### src/sv/dafp_pkg.sv
// Shared constants and types for the delimited ASCII frame parser.
package dafp_pkg;

  localparam int MAX_FIELD_LEN = 256;
  localparam int POS_W         = $clog2(MAX_FIELD_LEN + 1);

  localparam logic [7:0] CH_OPEN  = 8'h3A;
  localparam logic [7:0] CH_CLOSE = 8'h21;
  localparam logic [7:0] CH_SEP   = 8'h2C;

  localparam logic [2:0] EV_CMD      = 3'd0;
  localparam logic [2:0] EV_LEN      = 3'd1;
  localparam logic [2:0] EV_DATA     = 3'd2;
  localparam logic [2:0] EV_COMPLETE = 3'd3;
  localparam logic [2:0] EV_BAD      = 3'd4;

  localparam logic [1:0] STAGE_CMD  = 2'd0;
  localparam logic [1:0] STAGE_LEN  = 2'd1;
  localparam logic [1:0] STAGE_DATA = 2'd2;

  localparam int Q_DEPTH = 2;
  localparam int Q_PTR_W = (Q_DEPTH > 1) ? $clog2(Q_DEPTH) : 1;
  localparam int Q_CNT_W = $clog2(Q_DEPTH + 1);

  typedef struct packed {
    logic [2:0] kind;
    logic [7:0] value;
    logic [7:0] pos;
  } ev_t;

endpackage

### src/sv/dafp_if.sv
// Valid/ready channel interfaces for received bytes and parser events.
interface frame_in_if;
  logic       valid;
  logic       ready;
  logic [7:0] rx_byte;

  modport source (output valid, output rx_byte, input ready);
  modport sink   (input valid, input rx_byte, output ready);
endinterface

interface frame_out_if;
  logic       valid;
  logic       ready;
  logic [2:0] event_kind;
  logic [7:0] char_value;
  logic [7:0] char_position;

  modport source (output valid, output event_kind, output char_value,
                  output char_position, input ready);
  modport sink   (input valid, input event_kind, input char_value,
                  input char_position, output ready);
endinterface

### src/sv/dafp_front.sv
// Front end: holds the frame state, classifies each byte and pushes events.
module dafp_front (
  input  logic          clk,
  input  logic          rst_n,
  input  logic          in_valid,
  output logic          in_ready,
  input  logic [7:0]    in_byte,
  output logic          push,
  output dafp_pkg::ev_t push_ev,
  input  logic          q_ready
);
  import dafp_pkg::*;

  logic             open_r, open_nxt;
  logic [1:0]       stage_r, stage_nxt;
  logic [POS_W-1:0] pos_r, pos_nxt;
  logic             accept;
  logic             emit;
  logic             field_full;

  assign in_ready   = q_ready;
  assign accept     = in_valid && q_ready;
  assign field_full = (pos_r >= POS_W'(MAX_FIELD_LEN));
  assign push       = accept && emit;

  always_comb begin
    open_nxt  = open_r;
    stage_nxt = stage_r;
    pos_nxt   = pos_r;
    emit      = 1'b0;
    push_ev   = '0;
    if (in_byte == CH_OPEN && !open_r) begin
      open_nxt  = 1'b1;
      stage_nxt = STAGE_CMD;
      pos_nxt   = '0;
    end else if ((in_byte == CH_CLOSE && open_r) || field_full) begin
      // Closing byte or a full field ends the frame; the byte is not reported.
      emit         = 1'b1;
      push_ev.kind = (stage_r >= STAGE_DATA) ? EV_COMPLETE : EV_BAD;
      open_nxt     = 1'b0;
      stage_nxt    = STAGE_CMD;
      pos_nxt      = '0;
    end else if (in_byte == CH_SEP && open_r) begin
      if (stage_r < STAGE_DATA) begin
        stage_nxt = stage_r + 2'd1;
      end
      pos_nxt = '0;
    end else if (in_byte != CH_OPEN && open_r) begin
      emit          = 1'b1;
      push_ev.kind  = (stage_r >= STAGE_DATA) ? EV_DATA : {1'b0, stage_r};
      push_ev.value = in_byte;
      push_ev.pos   = pos_r[7:0];
      pos_nxt       = pos_r + POS_W'(1);
    end
  end

  always_ff @(posedge clk) begin
    if (!rst_n) begin
      open_r  <= 1'b0;
      stage_r <= STAGE_CMD;
      pos_r   <= '0;
    end else if (accept) begin
      open_r  <= open_nxt;
      stage_r <= stage_nxt;
      pos_r   <= pos_nxt;
    end
  end

  a_close_shuts_frame : assert property (@(posedge clk) disable iff (!rst_n)
    (push && (push_ev.kind == EV_COMPLETE || push_ev.kind == EV_BAD)) |=> !open_r)
    else $error("frame still open after a close event");

  a_idle_pos_zero : assert property (@(posedge clk) disable iff (!rst_n)
    !open_r |-> (pos_r == '0 && stage_r == STAGE_CMD))
    else $error("field state not cleared while no frame is open");

endmodule

### src/sv/dafp_queue.sv
// Short event queue between the classifier and the output stage.
module dafp_queue (
  input  logic          clk,
  input  logic          rst_n,
  input  logic          push,
  input  dafp_pkg::ev_t push_ev,
  output logic          q_ready,
  output logic          q_valid,
  output dafp_pkg::ev_t q_ev,
  input  logic          pop
);
  import dafp_pkg::*;

  ev_t                mem_r [Q_DEPTH];
  logic [Q_PTR_W-1:0] wr_ptr_r, wr_ptr_nxt;
  logic [Q_PTR_W-1:0] rd_ptr_r, rd_ptr_nxt;
  logic [Q_CNT_W-1:0] cnt_r, cnt_nxt;

  assign q_ready = (cnt_r != Q_CNT_W'(Q_DEPTH));
  assign q_valid = (cnt_r != '0);
  assign q_ev    = mem_r[rd_ptr_r];

  always_comb begin
    wr_ptr_nxt = wr_ptr_r;
    rd_ptr_nxt = rd_ptr_r;
    cnt_nxt    = cnt_r;
    if (push) begin
      wr_ptr_nxt = (wr_ptr_r == Q_PTR_W'(Q_DEPTH - 1)) ? '0 : wr_ptr_r + Q_PTR_W'(1);
    end
    if (pop) begin
      rd_ptr_nxt = (rd_ptr_r == Q_PTR_W'(Q_DEPTH - 1)) ? '0 : rd_ptr_r + Q_PTR_W'(1);
    end
    if (push && !pop) begin
      cnt_nxt = cnt_r + Q_CNT_W'(1);
    end else if (pop && !push) begin
      cnt_nxt = cnt_r - Q_CNT_W'(1);
    end
  end

  always_ff @(posedge clk) begin
    if (!rst_n) begin
      wr_ptr_r <= '0;
      rd_ptr_r <= '0;
      cnt_r    <= '0;
    end else begin
      wr_ptr_r <= wr_ptr_nxt;
      rd_ptr_r <= rd_ptr_nxt;
      cnt_r    <= cnt_nxt;
    end
  end

  always_ff @(posedge clk) begin
    if (push) begin
      mem_r[wr_ptr_r] <= push_ev;
    end
  end

  a_no_overflow : assert property (@(posedge clk) disable iff (!rst_n)
    push |-> q_ready)
    else $error("event pushed into a full queue");

  a_no_underflow : assert property (@(posedge clk) disable iff (!rst_n)
    pop |-> q_valid)
    else $error("event popped from an empty queue");

  a_count_bound : assert property (@(posedge clk) disable iff (!rst_n)
    cnt_r <= Q_CNT_W'(Q_DEPTH))
    else $error("queue count beyond its depth");

endmodule

### src/sv/dafp_back.sv
// Back end: output register that presents queued events to the receiver.
module dafp_back (
  input  logic          clk,
  input  logic          rst_n,
  input  logic          q_valid,
  input  dafp_pkg::ev_t q_ev,
  output logic          pop,
  output logic          out_valid,
  input  logic          out_ready,
  output dafp_pkg::ev_t out_ev
);
  import dafp_pkg::*;

  logic valid_r;
  ev_t  ev_r;

  // Refill the register whenever it is empty or its event is being transferred.
  assign pop       = q_valid && (!valid_r || out_ready);
  assign out_valid = valid_r;
  assign out_ev    = ev_r;

  always_ff @(posedge clk) begin
    if (!rst_n) begin
      valid_r <= 1'b0;
    end else if (!valid_r || out_ready) begin
      valid_r <= q_valid;
    end
  end

  always_ff @(posedge clk) begin
    if (pop) begin
      ev_r <= q_ev;
    end
  end

endmodule

### src/sv/delimited_ascii_frame_parser.sv
// Top level of the delimited ASCII frame parser.
//
// Bytes of frames ':command,length,data!' enter on in_ch, one per transfer.
// Each field byte leaves on out_ch as an event tagged with its field (0
// command, 1 length, 2 data) and its position in that field; a '!' or a full
// field produces frame complete (3) or bad format (4). Bytes outside a
// frame, commas, the opening ':' and a ':' inside a frame produce no event.
// An accepted event is written into the queue, then the output register,
// before it shows on out_ch. Throughput is one byte per cycle while the
// queue has room, set by the front-end classifier and the output register.
// A two-entry queue separates the classifier from the output register, so
// in_ch.ready stays high while the receiver stalls until that queue fills;
// the held event on out_ch stays stable until it is transferred.
// Synchronous reset closes any open frame, returns to the command field and
// empties the queue and output register.
module delimited_ascii_frame_parser (
  input  logic               clk,
  input  logic               rst_n,
  frame_in_if.sink           in_ch,
  frame_out_if.source        out_ch
);
  import dafp_pkg::*;

  logic push;
  ev_t  push_ev;
  logic q_ready;
  logic q_valid;
  ev_t  q_ev;
  logic pop;
  ev_t  out_ev;

  dafp_front u_front (
    .clk      (clk),
    .rst_n    (rst_n),
    .in_valid (in_ch.valid),
    .in_ready (in_ch.ready),
    .in_byte  (in_ch.rx_byte),
    .push     (push),
    .push_ev  (push_ev),
    .q_ready  (q_ready)
  );

  dafp_queue u_queue (
    .clk     (clk),
    .rst_n   (rst_n),
    .push    (push),
    .push_ev (push_ev),
    .q_ready (q_ready),
    .q_valid (q_valid),
    .q_ev    (q_ev),
    .pop     (pop)
  );

  dafp_back u_back (
    .clk       (clk),
    .rst_n     (rst_n),
    .q_valid   (q_valid),
    .q_ev      (q_ev),
    .pop       (pop),
    .out_valid (out_ch.valid),
    .out_ready (out_ch.ready),
    .out_ev    (out_ev)
  );

  assign out_ch.event_kind    = out_ev.kind;
  assign out_ch.char_value    = out_ev.value;
  assign out_ch.char_position = out_ev.pos;

endmodule
### src/flat_wrapper.sv
// flat-port wrapper written by rule: the top's interface ports become plain ports
module delimited_ascii_frame_parser_flat import dafp_pkg::*;
  (clk, rst_n, in_ch_valid, in_ch_rx_byte, in_ch_ready, out_ch_valid, out_ch_event_kind, out_ch_char_value, out_ch_char_position, out_ch_ready);
  frame_in_if in_ch_i ();
  frame_out_if out_ch_i ();
  input  logic clk;
  input  logic rst_n;
  input wire logic [$bits(in_ch_i.valid)-1:0] in_ch_valid;
  input wire logic [$bits(in_ch_i.rx_byte)-1:0] in_ch_rx_byte;
  output wire logic [$bits(in_ch_i.ready)-1:0] in_ch_ready;
  output wire logic [$bits(out_ch_i.valid)-1:0] out_ch_valid;
  output wire logic [$bits(out_ch_i.event_kind)-1:0] out_ch_event_kind;
  output wire logic [$bits(out_ch_i.char_value)-1:0] out_ch_char_value;
  output wire logic [$bits(out_ch_i.char_position)-1:0] out_ch_char_position;
  input wire logic [$bits(out_ch_i.ready)-1:0] out_ch_ready;
  assign in_ch_i.valid = in_ch_valid;
  assign in_ch_i.rx_byte = in_ch_rx_byte;
  assign in_ch_ready = in_ch_i.ready;
  assign out_ch_valid = out_ch_i.valid;
  assign out_ch_event_kind = out_ch_i.event_kind;
  assign out_ch_char_value = out_ch_i.char_value;
  assign out_ch_char_position = out_ch_i.char_position;
  assign out_ch_i.ready = out_ch_ready;
  delimited_ascii_frame_parser u_core (.clk(clk), .rst_n(rst_n), .in_ch(in_ch_i), .out_ch(out_ch_i));
endmodule
### config.mk
export PLATFORM = sky130hd
export DESIGN_NAME = delimited_ascii_frame_parser_flat
export DESIGN_NICKNAME = d
export VERILOG_FILES = /design/src/sv/dafp_pkg.sv /design/src/sv/dafp_if.sv /design/src/sv/dafp_front.sv /design/src/sv/dafp_queue.sv /design/src/sv/dafp_back.sv /design/src/sv/delimited_ascii_frame_parser.sv /design/src/flat_wrapper.sv
export SDC_FILE = /design/constraint.sdc
export NUM_CORES = 1
export LEC_CHECK = 0
export ABC_AREA = 1
export BUFFER_PORTS_ARGS = -buffer_cell sky130_fd_sc_hd__buf_2
export CAP_MARGIN = 20
export CORE_MARGIN = 5
export CORE_UTILIZATION = 46
export DETAILED_ROUTE_END_ITERATION = 12
export GPL_TIMING_DRIVEN = 0
export SLEW_MARGIN = 20
export SYNTH_ARGS = -nofsm -noshare
export SYNTH_HDL_FRONTEND = slang
export SYNTH_HIERARCHICAL = 1
export SYNTH_SLANG_ARGS = --single-unit
### constraint.sdc
create_clock -name clk -period 4.5 [get_ports clk]
set_input_delay 0.9 -clock clk [delete_from_list [all_inputs] [get_ports clk]]
set_output_delay 0.9 -clock clk [all_outputs]
set_load 0.01 [all_outputs]
==> impl_results.html, run 1 <==
<table>
<tr><th>Metric</th><th>Value</th></tr>
<tr><th colspan="2">Place</th></tr>
<tr><td>I/O Buffers</td><td>32</td></tr>
<tr><td>DP HPWL</td><td>4065 µm</td></tr>
<tr><td>Placed cells</td><td>431</td></tr>
<tr><td>Placer congestion estimate</td><td>0.8886</td></tr>
<tr><th colspan="2">Min path</th></tr>
<tr><td>Worst hold path startpoint</td><td>u_core/u_front/pos_r[7]</td></tr>
<tr><td>Type of the worst min-delay path</td><td>register to register</td></tr>
<tr><td>Instance count along the most critical hold path</td><td>2</td></tr>
<tr><th colspan="2">Clock network</th></tr>
<tr><td>Clock buffers created by TritonCTS</td><td>9</td></tr>
<tr><td>TritonCTS clock tree</td><td>yes</td></tr>
<tr><td>Clock transition time at the flip-flop clock pins of the worst setup and hold paths</td><td>0.08 ns</td></tr>
<tr><td>Number of buffers inserted to repair setup after CTS</td><td>0</td></tr>
<tr><td>Number of sinks driven by the clock tree</td><td>75</td></tr>
<tr><td>Clock network latency to the later pin of the worst-skew pair</td><td>0.34 ns</td></tr>
<tr><td>Count of H-tree levels built during CTS</td><td>3</td></tr>
<tr><td>Number of cells upsized or downsized after cts</td><td>0</td></tr>
<tr><td>Max Root-Sink Buffers</td><td>2</td></tr>
<tr><td>Clock root buffer master</td><td>sky130_fd_sc_hd__clkbuf_8</td></tr>
<tr><td>Hold-fix buffers, CTS</td><td>0</td></tr>
<tr><th colspan="2">Synth</th></tr>
<tr><td>Number of nets in the synthesized netlist</td><td>315</td></tr>
<tr><td>Cell type with the largest total area after synthesis</td><td>sky130_fd_sc_hd__edfxtp_1</td></tr>
<tr><td>Cell with the most instances after synthesis</td><td>sky130_fd_sc_hd__edfxtp_1</td></tr>
<tr><td>Top cells by count, synth</td><td>sky130_fd_sc_hd__edfxtp_1, sky130_fd_sc_hd__nand2_1, sky130_fd_sc_hd__inv_1, sky130_fd_sc_hd__nor2_1, sky130_fd_sc_hd__dfxtp_1</td></tr>
<tr><td>Synth area leaders</td><td>sky130_fd_sc_hd__edfxtp_1, sky130_fd_sc_hd__dfxtp_1, sky130_fd_sc_hd__nand2_1</td></tr>
<tr><td>Synth Area per Inst</td><td>11.25 µm²</td></tr>
<tr><td>Post-synthesis instance area</td><td>3363 µm²</td></tr>
<tr><td>Number of warnings reported in the yosys synthesis log</td><td>6</td></tr>
<tr><td>Number of enable flip-flop cells after synthesis</td><td>57</td></tr>
<tr><td>Most used DFF post-synth</td><td>sky130_fd_sc_hd__edfxtp_1</td></tr>
<tr><td>Cells after synthesis</td><td>299</td></tr>
<tr><td>Async S/R FF share, synth</td><td>0%</td></tr>
<tr><td>Proportion of netlist area held by the largest area contributor</td><td>50.89%</td></tr>
<tr><td>Number of synthesized register bits</td><td>75</td></tr>
<tr><td>Number of distinct library cell variants in the gate-level netlist after synthesis</td><td>29</td></tr>
<tr><td>Sequential area share after synthesis</td><td>61.61%</td></tr>
<tr><th colspan="2">Power</th></tr>
<tr><td>Clock share of power</td><td>32.0%</td></tr>
<tr><td>Net Sw Frac</td><td>26.47%</td></tr>
<tr><td>Power spent charging and discharging nets</td><td>516.0 µW</td></tr>
<tr><td>Share of total power in combinational logic</td><td>22.1%</td></tr>
<tr><td>Power per cell area</td><td>496.8 nW/µm²</td></tr>
<tr><td>Cell-internal power</td><td>1433 µW</td></tr>
<tr><td>Sequential fraction of design power</td><td>46.0%</td></tr>
<tr><td>VDD IR-drop max</td><td>0.3386 mV</td></tr>
<tr><td>LEAKAGE</td><td>0.001564 µW</td></tr>
<tr><th colspan="2">Die</th></tr>
<tr><td>Chip Height</td><td>95.51 µm</td></tr>
<tr><td>Top-level I/O count</td><td>33</td></tr>
<tr><td>Standard-cell rows</td><td>31</td></tr>
<tr><td>Floorplan die width</td><td>95.51 µm</td></tr>
<tr><td>Die ar.</td><td>9121 µm²</td></tr>
<tr><td>Area inside the core boundary</td><td>7176 µm²</td></tr>
<tr><td>Starting density of the core</td><td>46.87%</td></tr>
<tr><th colspan="2">Critical path</th></tr>
<tr><td>Critical path data arrival time</td><td>2.76 ns</td></tr>
<tr><td>Critical-path top delay cell</td><td>sky130_fd_sc_hd__inv_1</td></tr>
<tr><td>Cell occurring most often along the worst timing path</td><td>sky130_fd_sc_hd__nand2_1</td></tr>
<tr><td>Worst-case reg-to-reg path depth</td><td>8</td></tr>
<tr><td>Delay of the slowest cell on the worst path</td><td>0.60 ns</td></tr>
<tr><td>CP Max Fanout</td><td>19</td></tr>
<tr><td>Worst Setup EP</td><td>u_core/u_queue/mem_r[1][2]</td></tr>
<tr><td>Kind of start point of the critical path</td><td>input pin</td></tr>
<tr><td>Chain of cells forming the critical path</td><td>buf_2, inv_1, nand2_1, nor2_1, nand2_1, nand2_1, o21ai_1, nor2_1, nand2_1, inv_1</td></tr>
<tr><td>Endpoint required time on the critical path</td><td>4.47 ns</td></tr>
<tr><td>Start-to-end type of the worst setup path</td><td>input pin to register</td></tr>
<tr><td>R2R Setup Slk</td><td>2.06 ns</td></tr>
<tr><td>Critical register-to-register path startpoint</td><td>u_core/u_front/open_r</td></tr>
<tr><td>Critical path capture point type</td><td>register</td></tr>
<tr><td>Critical path launch point</td><td>in_ch_rx_byte[7]</td></tr>
<tr><td>Crit Reg-Reg Endpoint</td><td>u_core/u_queue/mem_r[1][2]</td></tr>
<tr><th colspan="2">Route</th></tr>
<tr><td>Via/cell ratio</td><td>4.597</td></tr>
<tr><td>Met3 WL</td><td>279 µm</td></tr>
<tr><td>Detailed-routing wirelength on met1</td><td>2705 µm</td></tr>
<tr><td>Average wire length per cell after detail routing</td><td>12.53 µm</td></tr>
<tr><td>Routed wl met2</td><td>2537 µm</td></tr>
<tr><td>Drt first pass iters</td><td>4</td></tr>
<tr><td>Number of DRC violations after detailed routing</td><td>0</td></tr>
<tr><td>First DRT Iteration DRCs</td><td>93</td></tr>
<tr><td>Routed wire length</td><td>5599 µm</td></tr>
<tr><td>Topmost layer with routed signal wires</td><td>met4</td></tr>
<tr><td>Via count</td><td>2055</td></tr>
<tr><td>Post-detailed-route count of antenna-violating nets</td><td>0</td></tr>
<tr><th colspan="2">Timing</th></tr>
<tr><td>Final Max Slew Viols</td><td>0</td></tr>
<tr><td>F_max</td><td>358.0 MHz</td></tr>
<tr><td>Shortest period the worst path allows</td><td>2.793 ns</td></tr>
<tr><td>Post-route fraction of the period consumed by the critical path</td><td>62.07%</td></tr>
<tr><td>Setup Viol. Count Final</td><td>0</td></tr>
<tr><td>Setup TNS after final layout</td><td>0 ns</td></tr>
<tr><td>Slew at the pin with the worst max-slew slack</td><td>0.8064 ns</td></tr>
<tr><td>Final worst clock skew</td><td>0.01182 ns</td></tr>
<tr><td>RSZ-0062 raised after global routing</td><td>false</td></tr>
<tr><td>Final hold viol count</td><td>0</td></tr>
<tr><td>Hold slack final</td><td>0.4707 ns</td></tr>
<tr><td>Normalized max-slew margin</td><td>46.18%</td></tr>
<tr><th colspan="2">Layout</th></tr>
<tr><td>Layout filler cell count</td><td>615</td></tr>
<tr><td>Area growth from synthesis to layout</td><td>16.67%</td></tr>
<tr><td>Non-filler cells, final</td><td>447</td></tr>
<tr><td>Proportion of layout cells with a drive suffix above 1</td><td>28.16%</td></tr>
<tr><td>Number of diodes</td><td>0</td></tr>
<tr><td>Net count reported at finish</td><td>359</td></tr>
<tr><th colspan="2">Run</th></tr>
<tr><td>Max Cap Violations</td><td>0</td></tr>
<tr><th colspan="2">GRT</th></tr>
<tr><td>Largest net degree at the start of global routing</td><td>23</td></tr>
<tr><td>Overflow after GRT</td><td>0</td></tr>
<tr><td>GR Util All Layers</td><td>13.80%</td></tr>
<tr><td>Antenna violations before repair</td><td>0</td></tr>
<tr><td>First-pass GRT wire length</td><td>9328 µm</td></tr>
<tr><td>Via count of the first global-routing pass</td><td>1936</td></tr>
<tr><th colspan="2">Run status</th></tr>
<tr><td>Run status</td><td>complete, no violations</td></tr>
</table>
-- power by group through the flow --
stage	Clock [µW]	Combinational, µW	Sequential [µW]
finish	623	430	896
global route	676	467	906
CTS	640	440	897
detailed placement	0	439	912
global placement	0	428	913
floorplan	0	253	958
-- per-layer routing --
| layer | global-route usage (%) | up-vias |
|---|---|---|
| met5 | 0 | - |
| met3 | 5.288 | 7 |
| met4 | 5.450 | 0 |
| met2 | 20.93 | 37 |
| met1 | 17.83 | 923 |
| li1 | - | 1088 |
-- worst max-delay path, delay by kind of cell --
kind                   cells  cell delay (ns)
and+or+nand+nor            6             0.93
buffers and inverters      3             0.77
AOI/OAI and AO/OA          1             0.15
-- how the worst min path moves through the flow --
stage | to | slack (ns)
after floorplan | u_core/u_front/pos_r[7] | 0.44
after CTS | u_core/u_front/pos_r[7] | 0.48
after global routing | u_core/u_front/pos_r[7] | 0.51
final | u_core/u_front/pos_r[7] | 0.47
after detailed placement | u_core/u_front/pos_r[7] | 0.46
after global placement | u_core/u_front/pos_r[7] | 0.46
-- area by class of cell --
class	count	area (µm²)	share of cell area (%)
clock inverters	7	123.9	3.157
inverters	42	157.7	4.018
repair buffers	33	175.2	4.464
plain buffers	5	51.30	1.307
well taps	99	123.9	3.157
flip-flops and latches	75	2072	52.81
multi-input cells	177	1096	27.93
clock buffers	9	123.9	3.157
-- state kept, by name, indices dropped and copies added (netlist names), named ones only --
signal and cells:
u_core/u_queue/wr_ptr_r 1, u_core/u_front/pos_r 9, u_core/u_front/stage_r 2, u_core/u_front/open_r 1
u_core/u_back/out_ev 19, u_core/u_queue/mem_r 38, u_core/u_back/out_valid 1, u_core/u_queue/cnt_r 2
u_core/u_queue/rd_ptr_r 1
-- cells by family (layout without fill, tap and decap cells) --
| kind of cell | Yosys count | count (layout) | synth area share (%) |
|---|---|---|---|
| xor+xnor | 2 | 2 | 0.5209 |
| mux | 19 | 19 | 7.478 |
| simple gates | 135 | 135 | 19.94 |
| flops | 75 | 75 | 61.61 |
| buf+inv | 47 | 96 | 6.212 |
| fa+ha+maj | 4 | 4 | 1.488 |
| compound gates | 17 | 17 | 2.753 |
-- per-stage QoR --
stage / setup slack (ns) / total power [µW] / util, % / cell area, µm²
finish: 1.707 / 1949 / 54.68 / 3924
global placement: 0.6792 / 1341 / 50.83 / 3647
global route: 1.518 / 2049 / 54.68 / 3924
CTS: 1.688 / 1977 / 54.68 / 3924
detailed placement: 1.296 / 1352 / 51.23 / 3676
floorplan: 1.491 / 1212 / - / 3363
-- layout by cell type, fill, tap and decap left out --
master,count
sky130_fd_sc_hd__mux2_4,10
sky130_fd_sc_hd__nand3_2,1
sky130_fd_sc_hd__bufinv_16,3
sky130_fd_sc_hd__nand2_2,4
sky130_fd_sc_hd__edfxtp_1,57
sky130_fd_sc_hd__a21oi_4,1
sky130_fd_sc_hd__nand2_1,51
sky130_fd_sc_hd__xor2_1,2
sky130_fd_sc_hd__inv_2,3
sky130_fd_sc_hd__nand2_4,2
sky130_fd_sc_hd__buf_8,1
sky130_fd_sc_hd__inv_6,2
sky130_fd_sc_hd__buf_6,1
sky130_fd_sc_hd__nand3_4,3
sky130_fd_sc_hd__nor2_2,5
sky130_fd_sc_hd__mux2_2,9
sky130_fd_sc_hd__nand4_1,2
sky130_fd_sc_hd__o21ai_1,1
sky130_fd_sc_hd__nor2_4,4
sky130_fd_sc_hd__nor2_1,32
sky130_fd_sc_hd__clkinvlp_4,1
sky130_fd_sc_hd__dfxtp_1,18
sky130_fd_sc_hd__clkinv_1,1
sky130_fd_sc_hd__inv_1,38
sky130_fd_sc_hd__ha_1,4
sky130_fd_sc_hd__nand3_1,13
sky130_fd_sc_hd__clkbuf_8,9
sky130_fd_sc_hd__a21oi_2,2
sky130_fd_sc_hd__a21oi_1,9
sky130_fd_sc_hd__nor3_1,15
sky130_fd_sc_hd__buf_4,2
sky130_fd_sc_hd__buf_2,33
sky130_fd_sc_hd__clkinv_4,1
sky130_fd_sc_hd__nand3b_1,3
sky130_fd_sc_hd__buf_12,1
sky130_fd_sc_hd__o21ai_0,4
(Power assumes the default switching activity.)
==> inputs of run 2 (changes only) <==
PLACE_DENSITY = 0.67   (was default)
clock period = 2.3 ns   (was 4.5 ns; I/O delays follow)
==> impl_results.html, run 2 (synthesis results as in run 1) <==
<table>
<tr><th>Metric</th><th>Value</th></tr>
<tr><th colspan="2">Run status</th></tr>
<tr><td>Run status</td><td>complete, no violations</td></tr>
<tr><th colspan="2">Layout</th></tr>
<tr><td>Number of flip-flops under the largest register name</td><td>38</td></tr>
<tr><td>Number of diodes</td><td>0</td></tr>
<tr><td>Proportion of layout cells with a drive suffix above 1</td><td>28.94%</td></tr>
<tr><td>Non-filler cells, final</td><td>448</td></tr>
<tr><td>Largest register by flop count</td><td>u_core/u_queue/mem_r</td></tr>
<tr><td>Most common library cell in the layout ignoring fill and taps</td><td>sky130_fd_sc_hd__edfxtp_1</td></tr>
<tr><td>Net count reported at finish</td><td>360</td></tr>
<tr><td>Layout filler cell count</td><td>609</td></tr>
<tr><td>Commonest non-fill, non-tap cells in the layout</td><td>sky130_fd_sc_hd__edfxtp_1, sky130_fd_sc_hd__nand2_1, sky130_fd_sc_hd__inv_1, sky130_fd_sc_hd__buf_2, sky130_fd_sc_hd__nor2_1</td></tr>
<tr><td>Area growth from synthesis to layout</td><td>16.82%</td></tr>
<tr><td>Area occupied by multi-input gates</td><td>1104 µm²</td></tr>
<tr><td>Sequential cell area</td><td>2072 µm²</td></tr>
<tr><th colspan="2">Clock network</th></tr>
<tr><td>Count of H-tree levels built during CTS</td><td>3</td></tr>
<tr><td>Clock buffers created by TritonCTS</td><td>9</td></tr>
<tr><td>Max Root-Sink Buffers</td><td>2</td></tr>
<tr><td>Clock root buffer master</td><td>sky130_fd_sc_hd__clkbuf_8</td></tr>
<tr><td>Clock transition time at the flip-flop clock pins of the worst setup and hold paths</td><td>0.08 ns</td></tr>
<tr><td>Number of sinks driven by the clock tree</td><td>75</td></tr>
<tr><td>TritonCTS clock tree</td><td>yes</td></tr>
<tr><td>Clock network latency to the later pin of the worst-skew pair</td><td>0.35 ns</td></tr>
<tr><th colspan="2">Route</th></tr>
<tr><td>Via count</td><td>2121</td></tr>
<tr><td>Via/cell ratio</td><td>4.734</td></tr>
<tr><td>Routed wire length</td><td>5871 µm</td></tr>
<tr><td>Drt first pass iters</td><td>5</td></tr>
<tr><td>First DRT Iteration DRCs</td><td>101</td></tr>
<tr><td>Average wire length per cell after detail routing</td><td>13.10 µm</td></tr>
<tr><td>Number of DRC violations after detailed routing</td><td>0</td></tr>
<tr><td>Post-detailed-route count of antenna-violating nets</td><td>0</td></tr>
<tr><th colspan="2">Critical path</th></tr>
<tr><td>Buf+Inv Stages, Crit Path</td><td>2</td></tr>
<tr><td>Delay of the slowest cell on the worst path</td><td>0.45 ns</td></tr>
<tr><td>Chain of cells forming the critical path</td><td>nand2_1, nor2_1, nand2_1, nand2_1, o21ai_1, nor2_2, nand2_1, clkinvlp_4, buf_12</td></tr>
<tr><td>Cell occurring most often along the worst timing path</td><td>sky130_fd_sc_hd__nand2_1</td></tr>
<tr><td>CP Max Fanout</td><td>18</td></tr>
<tr><td>Critical path data arrival time</td><td>2.08 ns</td></tr>
<tr><td>Critical-path top delay cell</td><td>sky130_fd_sc_hd__dfxtp_1</td></tr>
<tr><td>Top cell family by delay on the critical path</td><td>simple AND/OR/NAND/NOR gates</td></tr>
<tr><td>Start-to-end type of the worst setup path</td><td>register to register</td></tr>
<tr><td>Kind of start point of the critical path</td><td>register</td></tr>
<tr><td>Critical path capture point type</td><td>register</td></tr>
<tr><td>Endpoint required time on the critical path</td><td>2.35 ns</td></tr>
<tr><th colspan="2">Timing</th></tr>
<tr><td>Post-route fraction of the period consumed by the critical path</td><td>88.17%</td></tr>
<tr><td>RSZ-0062 raised after global routing</td><td>false</td></tr>
<tr><td>Final hold viol count</td><td>0</td></tr>
<tr><td>Slew at the pin with the worst max-slew slack</td><td>0.8029 ns</td></tr>
<tr><td>Shortest period the worst path allows</td><td>2.028 ns</td></tr>
<tr><td>Setup Viol. Count Final</td><td>0</td></tr>
<tr><td>Hold slack final</td><td>0.3744 ns</td></tr>
<tr><td>Final Max Slew Viols</td><td>0</td></tr>
<tr><td>Normalized max-slew margin</td><td>46.35%</td></tr>
<tr><td>F_max</td><td>493.1 MHz</td></tr>
<tr><td>Final worst clock skew</td><td>0.009859 ns</td></tr>
<tr><td>Setup TNS after final layout</td><td>0 ns</td></tr>
<tr><th colspan="2">Power</th></tr>
<tr><td>Power per cell area</td><td>940.4 nW/µm²</td></tr>
<tr><td>LEAKAGE</td><td>0.001554 µW</td></tr>
<tr><td>Total design power</td><td>3695 µW</td></tr>
<tr><td>VDD IR-drop max</td><td>0.4159 mV</td></tr>
<tr><th colspan="2">Die</th></tr>
<tr><td>Area inside the core boundary</td><td>7176 µm²</td></tr>
<tr><td>Die ar.</td><td>9121 µm²</td></tr>
<tr><td>Floorplan die width</td><td>95.51 µm</td></tr>
<tr><td>Top-level I/O count</td><td>33</td></tr>
<tr><td>Standard-cell rows</td><td>31</td></tr>
<tr><td>Starting density of the core</td><td>46.87%</td></tr>
<tr><td>Chip Height</td><td>95.51 µm</td></tr>
<tr><th colspan="2">GRT</th></tr>
<tr><td>First-pass GRT wire length</td><td>9818 µm</td></tr>
<tr><td>Via count of the first global-routing pass</td><td>2046</td></tr>
<tr><td>Overflow after GRT</td><td>0</td></tr>
<tr><td>GR Util All Layers</td><td>14.39%</td></tr>
<tr><td>Largest net degree at the start of global routing</td><td>23</td></tr>
<tr><td>Antenna violations before repair</td><td>0</td></tr>
<tr><th colspan="2">Place</th></tr>
<tr><td>DP HPWL</td><td>4073 µm</td></tr>
<tr><td>Placer congestion estimate</td><td>0.8098</td></tr>
<tr><td>I/O Buffers</td><td>32</td></tr>
<tr><td>Placed cells</td><td>430</td></tr>
<tr><th colspan="2">Run</th></tr>
<tr><td>Max Cap Violations</td><td>0</td></tr>
<tr><th colspan="2">Min path</th></tr>
<tr><td>Type of the worst min-delay path</td><td>input pin to register</td></tr>
</table>
==> run 2: changes by cell type in the layout (fill, tap and decap cells not counted), sizes merged <==
| cell | change |
|---|---|
| inv | -3 |
| bufinv | -1 |
| buf | +1 |
| clkinv | +4 |
==> run 2: what timing repair did <==
item / 4_1_cts / 5_1_grt
gates resized for setup: 2 / 1
hold buffers: 0 / 0
pin swaps: 1 / 0
setup buffers: 1 / 1
endpoints found under the setup margin: 38 / 20
gates cloned: 0 / 0
==> run 2: report_power, final <==
group	total, µW	leakage [µW]	switching (µW)	internal [µW]
registers	1750	0.000674	49.3	1700
logic	855	0.000767	482	373
clock network	1090	0.000113	479	608
total	3690	0.00155	1010	2680
==> run 2: layout make-up <==
cell class	count	area share (%)
flip-flops and latches	75	52.74
multi-input cells	177	28.09
clock inverters	7	2.357
plain buffers	5	1.306
repair buffers	34	5.096
inverters	42	4.108
well taps	99	3.153
clock buffers	9	3.153
==> run 2: final timing paths <==
check | from | end | slack, ns | cells after the start
max | u_core/u_front/open_r | u_core/u_queue/mem_r[1][4] | 0.27 | 9
min | out_ch_ready | u_core/u_back/out_valid | 0.37 | 4
max reg2reg | u_core/u_front/open_r | u_core/u_queue/mem_r[1][4] | 0.27 | 9
min reg2reg | u_core/u_front/pos_r[7] | u_core/u_front/pos_r[7] | 0.47 | 2
==> run 2: routing by layer <==
metal / track usage [%] / wire length [µm] / part of all wire, % / up-vias
met5: 0 / 0 / 0 / -
met2: 24.02 / 2958 / 50 / 40
met4: 6.398 / 61 / 1.0 / 0
met3: 3.710 / 230 / 3.9 / 5
met1: 17.53 / 2620 / 45 / 986
li1: - / - / - / 1090
==> run 2: worst min-delay path: cells and delay by family <==
kind / cells / cell delay (ns)
and+or+nand+nor: 1 / 0.05
buffers and inverters: 2 / 0.12
AOI/OAI and AO/OA: 1 / 0.05
==> run 2: metrics by stage <==
stage | cell area, µm² | setup WS (ns) | util (%)
floorplan | 3369 | 0.03098 | -
global placement | 3654 | -0.5854 | 50.92
detailed placement | 3661 | -0.5592 | 51.02
CTS | 3906 | 0.04368 | 54.44
global route | 3929 | 0.07687 | 54.75
finish | 3929 | 0.2721 | 54.75
==> inputs of run 3 (changes only) <==
ABC_AREA = default   (was 1)
CORE_UTILIZATION = 30   (was 46)
PLACE_DENSITY = default   (was 0.67)
==> impl_results.html, run 3 <==
<table>
<tr><th>Metric</th><th>Value</th></tr>
<tr><th colspan="2">Run status</th></tr>
<tr><td>Run status</td><td>complete, no violations</td></tr>
<tr><th colspan="2">Synth</th></tr>
<tr><td>Synth Area per Inst</td><td>13.74 µm²</td></tr>
<tr><td>Sequential area share after synthesis</td><td>66.16%</td></tr>
<tr><td>Synth area leaders</td><td>sky130_fd_sc_hd__edfxtp_1, sky130_fd_sc_hd__dfxtp_1, sky130_fd_sc_hd__mux2_1</td></tr>
<tr><td>Number of nets in the synthesized netlist</td><td>244</td></tr>
<tr><td>Cells after synthesis</td><td>228</td></tr>
<tr><td>Number of distinct library cell variants in the gate-level netlist after synthesis</td><td>45</td></tr>
<tr><td>Most used DFF post-synth</td><td>sky130_fd_sc_hd__edfxtp_1</td></tr>
<tr><td>Cell with the most instances after synthesis</td><td>sky130_fd_sc_hd__edfxtp_1</td></tr>
<tr><td>Number of synthesized register bits</td><td>75</td></tr>
<tr><td>Number of warnings reported in the yosys synthesis log</td><td>6</td></tr>
<tr><td>Cell type with the largest total area after synthesis</td><td>sky130_fd_sc_hd__edfxtp_1</td></tr>
<tr><td>Number of enable flip-flop cells after synthesis</td><td>57</td></tr>
<tr><td>Post-synthesis instance area</td><td>3132 µm²</td></tr>
<tr><td>Top cells by count, synth</td><td>sky130_fd_sc_hd__edfxtp_1, sky130_fd_sc_hd__mux2_1, sky130_fd_sc_hd__and2_1, sky130_fd_sc_hd__dfxtp_1</td></tr>
<tr><td>Async S/R FF share, synth</td><td>0%</td></tr>
<tr><td>Proportion of netlist area held by the largest area contributor</td><td>54.65%</td></tr>
<tr><th colspan="2">Timing</th></tr>
<tr><td>Final Max Slew Viols</td><td>0</td></tr>
<tr><td>RSZ-0062 raised after global routing</td><td>false</td></tr>
<tr><td>Shortest period the worst path allows</td><td>2.220 ns</td></tr>
<tr><td>Final worst clock skew</td><td>0.01147 ns</td></tr>
<tr><td>Post-route fraction of the period consumed by the critical path</td><td>96.53%</td></tr>
<tr><td>Worst-case setup margin in the final layout</td><td>0.07981 ns</td></tr>
<tr><td>Slew at the pin with the worst max-slew slack</td><td>0.6130 ns</td></tr>
<tr><td>Final hold viol count</td><td>0</td></tr>
<tr><td>F_max</td><td>450.4 MHz</td></tr>
<tr><td>Setup Viol. Count Final</td><td>0</td></tr>
<tr><td>Normalized max-slew margin</td><td>59.05%</td></tr>
<tr><td>Setup TNS after final layout</td><td>0 ns</td></tr>
<tr><th colspan="2">Layout</th></tr>
<tr><td>Post-layout instance area</td><td>3805 µm²</td></tr>
<tr><td>Most common library cell in the layout ignoring fill and taps</td><td>sky130_fd_sc_hd__edfxtp_1</td></tr>
<tr><td>Number of diodes</td><td>0</td></tr>
<tr><td>Number of flip-flops under the largest register name</td><td>38</td></tr>
<tr><td>Net count reported at finish</td><td>288</td></tr>
<tr><td>Largest register by flop count</td><td>u_core/u_queue/mem_r</td></tr>
<tr><td>Proportion of layout cells with a drive suffix above 1</td><td>24.19%</td></tr>
<tr><td>Area growth from synthesis to layout</td><td>21.49%</td></tr>
<tr><td>Commonest non-fill, non-tap cells in the layout</td><td>sky130_fd_sc_hd__edfxtp_1, sky130_fd_sc_hd__buf_2, sky130_fd_sc_hd__mux2_1, sky130_fd_sc_hd__dfxtp_1, sky130_fd_sc_hd__and2_1</td></tr>
<tr><th colspan="2">Route</th></tr>
<tr><td>Drt first pass iters</td><td>4</td></tr>
<tr><td>First DRT Iteration DRCs</td><td>115</td></tr>
<tr><td>Number of DRC violations after detailed routing</td><td>0</td></tr>
<tr><td>Via count</td><td>1856</td></tr>
<tr><td>Routed wire length</td><td>5552 µm</td></tr>
<tr><td>Via/cell ratio</td><td>4.494</td></tr>
<tr><td>Post-detailed-route count of antenna-violating nets</td><td>0</td></tr>
<tr><td>Average wire length per cell after detail routing</td><td>13.44 µm</td></tr>
<tr><th colspan="2">Critical path</th></tr>
<tr><td>Critical register-to-register path startpoint</td><td>u_core/u_front/open_r</td></tr>
<tr><td>Critical path capture point type</td><td>register</td></tr>
<tr><td>Start-to-end type of the worst setup path</td><td>register to register</td></tr>
<tr><td>Endpoint required time on the critical path</td><td>2.58 ns</td></tr>
<tr><td>Critical path data arrival time</td><td>2.50 ns</td></tr>
<tr><td>CP Max Fanout</td><td>8</td></tr>
<tr><td>Kind of start point of the critical path</td><td>register</td></tr>
<tr><td>Critical path launch point</td><td>u_core/u_front/open_r</td></tr>
<tr><th colspan="2">Clock network</th></tr>
<tr><td>Number of sinks driven by the clock tree</td><td>75</td></tr>
<tr><td>Clock buffers created by TritonCTS</td><td>9</td></tr>
<tr><td>Clock network latency to the later pin of the worst-skew pair</td><td>0.34 ns</td></tr>
<tr><td>Number of buffers inserted to repair setup after CTS</td><td>0</td></tr>
<tr><td>Clock transition time at the flip-flop clock pins of the worst setup and hold paths</td><td>0.08 ns</td></tr>
<tr><td>Hold-fix buffers, CTS</td><td>0</td></tr>
<tr><td>Clock root buffer master</td><td>sky130_fd_sc_hd__clkbuf_8</td></tr>
<tr><td>Count of H-tree levels built during CTS</td><td>3</td></tr>
<tr><td>Max Root-Sink Buffers</td><td>2</td></tr>
<tr><td>TritonCTS clock tree</td><td>yes</td></tr>
<tr><th colspan="2">Die</th></tr>
<tr><td>Area inside the core boundary</td><td>10230 µm²</td></tr>
<tr><td>Top-level I/O count</td><td>33</td></tr>
<tr><td>Standard-cell rows</td><td>37</td></tr>
<tr><td>Starting density of the core</td><td>30.61%</td></tr>
<tr><td>Die ar.</td><td>12580 µm²</td></tr>
<tr><td>Floorplan die width</td><td>112.2 µm</td></tr>
<tr><td>Chip Height</td><td>112.2 µm</td></tr>
<tr><th colspan="2">Power</th></tr>
<tr><td>VDD IR-drop max</td><td>0.3106 mV</td></tr>
<tr><td>Power per cell area</td><td>985.8 nW/µm²</td></tr>
<tr><td>LEAKAGE</td><td>0.001368 µW</td></tr>
<tr><th colspan="2">GRT</th></tr>
<tr><td>Via count of the first global-routing pass</td><td>1824</td></tr>
<tr><td>Largest net degree at the start of global routing</td><td>22</td></tr>
<tr><td>Overflow after GRT</td><td>0</td></tr>
<tr><td>GR Util All Layers</td><td>9.346%</td></tr>
<tr><td>First-pass GRT wire length</td><td>9225 µm</td></tr>
<tr><td>Antenna violations before repair</td><td>0</td></tr>
<tr><th colspan="2">Place</th></tr>
<tr><td>I/O Buffers</td><td>32</td></tr>
<tr><td>Placed cell areas</td><td>3478 µm²</td></tr>
<tr><td>Placer congestion estimate</td><td>0.8222</td></tr>
<tr><td>DP HPWL</td><td>3835 µm</td></tr>
<tr><td>Post-Place Setup Slack</td><td>-0.7840 ns</td></tr>
<tr><th colspan="2">Run</th></tr>
<tr><td>Max Cap Violations</td><td>0</td></tr>
<tr><th colspan="2">Min path</th></tr>
<tr><td>Type of the worst min-delay path</td><td>input pin to register</td></tr>
<tr><td>Worst hold path startpoint</td><td>in_ch_valid</td></tr>
</table>
## run 3: cells by family (layout without fill, tap and decap cells)
logic type,Yosys count,after routing,synth area share [%]
adders and majority gates,4,4,1.598
muxes,20,20,7.152
xor gates and xnor gates,6,6,1.678
buffers and inverters,13,61,1.958
AOI/OAI and AO/OA,31,31,7.071
and+or+nand+nor,79,80,14.38
DFF,75,75,66.16
## run 3: per-stage QoR
step	power (µW)	std cells	hold WS, ns	utilization, %
2_1_floorplan	2243	228	0.4553	-
3_3_place_gp	2491	396	0.4740	34.00
3_5_place_dp	2509	396	0.4794	34.00
4_1_cts	3803	413	0.4068	36.95
5_1_grt	3954	413	0.4350	37.19
6_report	3751	413	0.4252	37.19
## run 3: area by class of cell
class | instances | area (µm²)
buffer | 5 | 31.28
fill | 995 | 6426
clock buffer | 10 | 127.6
timing repair buffer | 32 | 160.2
inverter | 8 | 30.03
sequential | 75 | 2076
clock inverter | 6 | 127.6
multi-input combinational | 141 | 1082
tap | 136 | 170.2
## run 3: path summary, 6_finish.rpt
kind | to | slack (ns) | cells after the start
worst max-delay path | u_core/u_queue/cnt_r[1] | 0.08 | 9
worst min-delay path | u_core/u_front/open_r | 0.43 | 3
worst max register to register | u_core/u_queue/cnt_r[1] | 0.08 | 9
worst min register to register | u_core/u_front/pos_r[1] | 0.49 | 2
## run 3: what timing repair did
item | CTS | global route
resized for setup | 10 | 4
cloned | 1 | 0
setup endpoints to repair | 41 | 1
pin swaps | 0 | 2
## run 3: per-layer routing
metal	global-route usage (%)	part of all wire (%)
met2	14.94	47
met5	0	0
met1	11.40	46
met4	5.128	2.2
met3	2.642	4.2
## run 3: power breakdown
part	leakage, µW	total [µW]	switching [µW]	internal, µW
Sequential	0.000707	1730	46.6	1680
Clock	0.000126	1270	450	824
Combinational	0.000536	746	432	314
## run 3: worst max-delay path, stage by stage, from the launching register on
cell and delay, ns:
sky130_fd_sc_hd__dfxtp_4 0.40, sky130_fd_sc_hd__nor3b_4 0.29, sky130_fd_sc_hd__and3_4 0.25, sky130_fd_sc_hd__o21ai_0 0.09, sky130_fd_sc_hd__a21oi_2 0.22, sky130_fd_sc_hd__nor2_2 0.11
sky130_fd_sc_hd__ha_4 0.19, sky130_fd_sc_hd__xor2_1 0.14, sky130_fd_sc_hd__or3_1 0.32, sky130_fd_sc_hd__a21boi_1 0.14
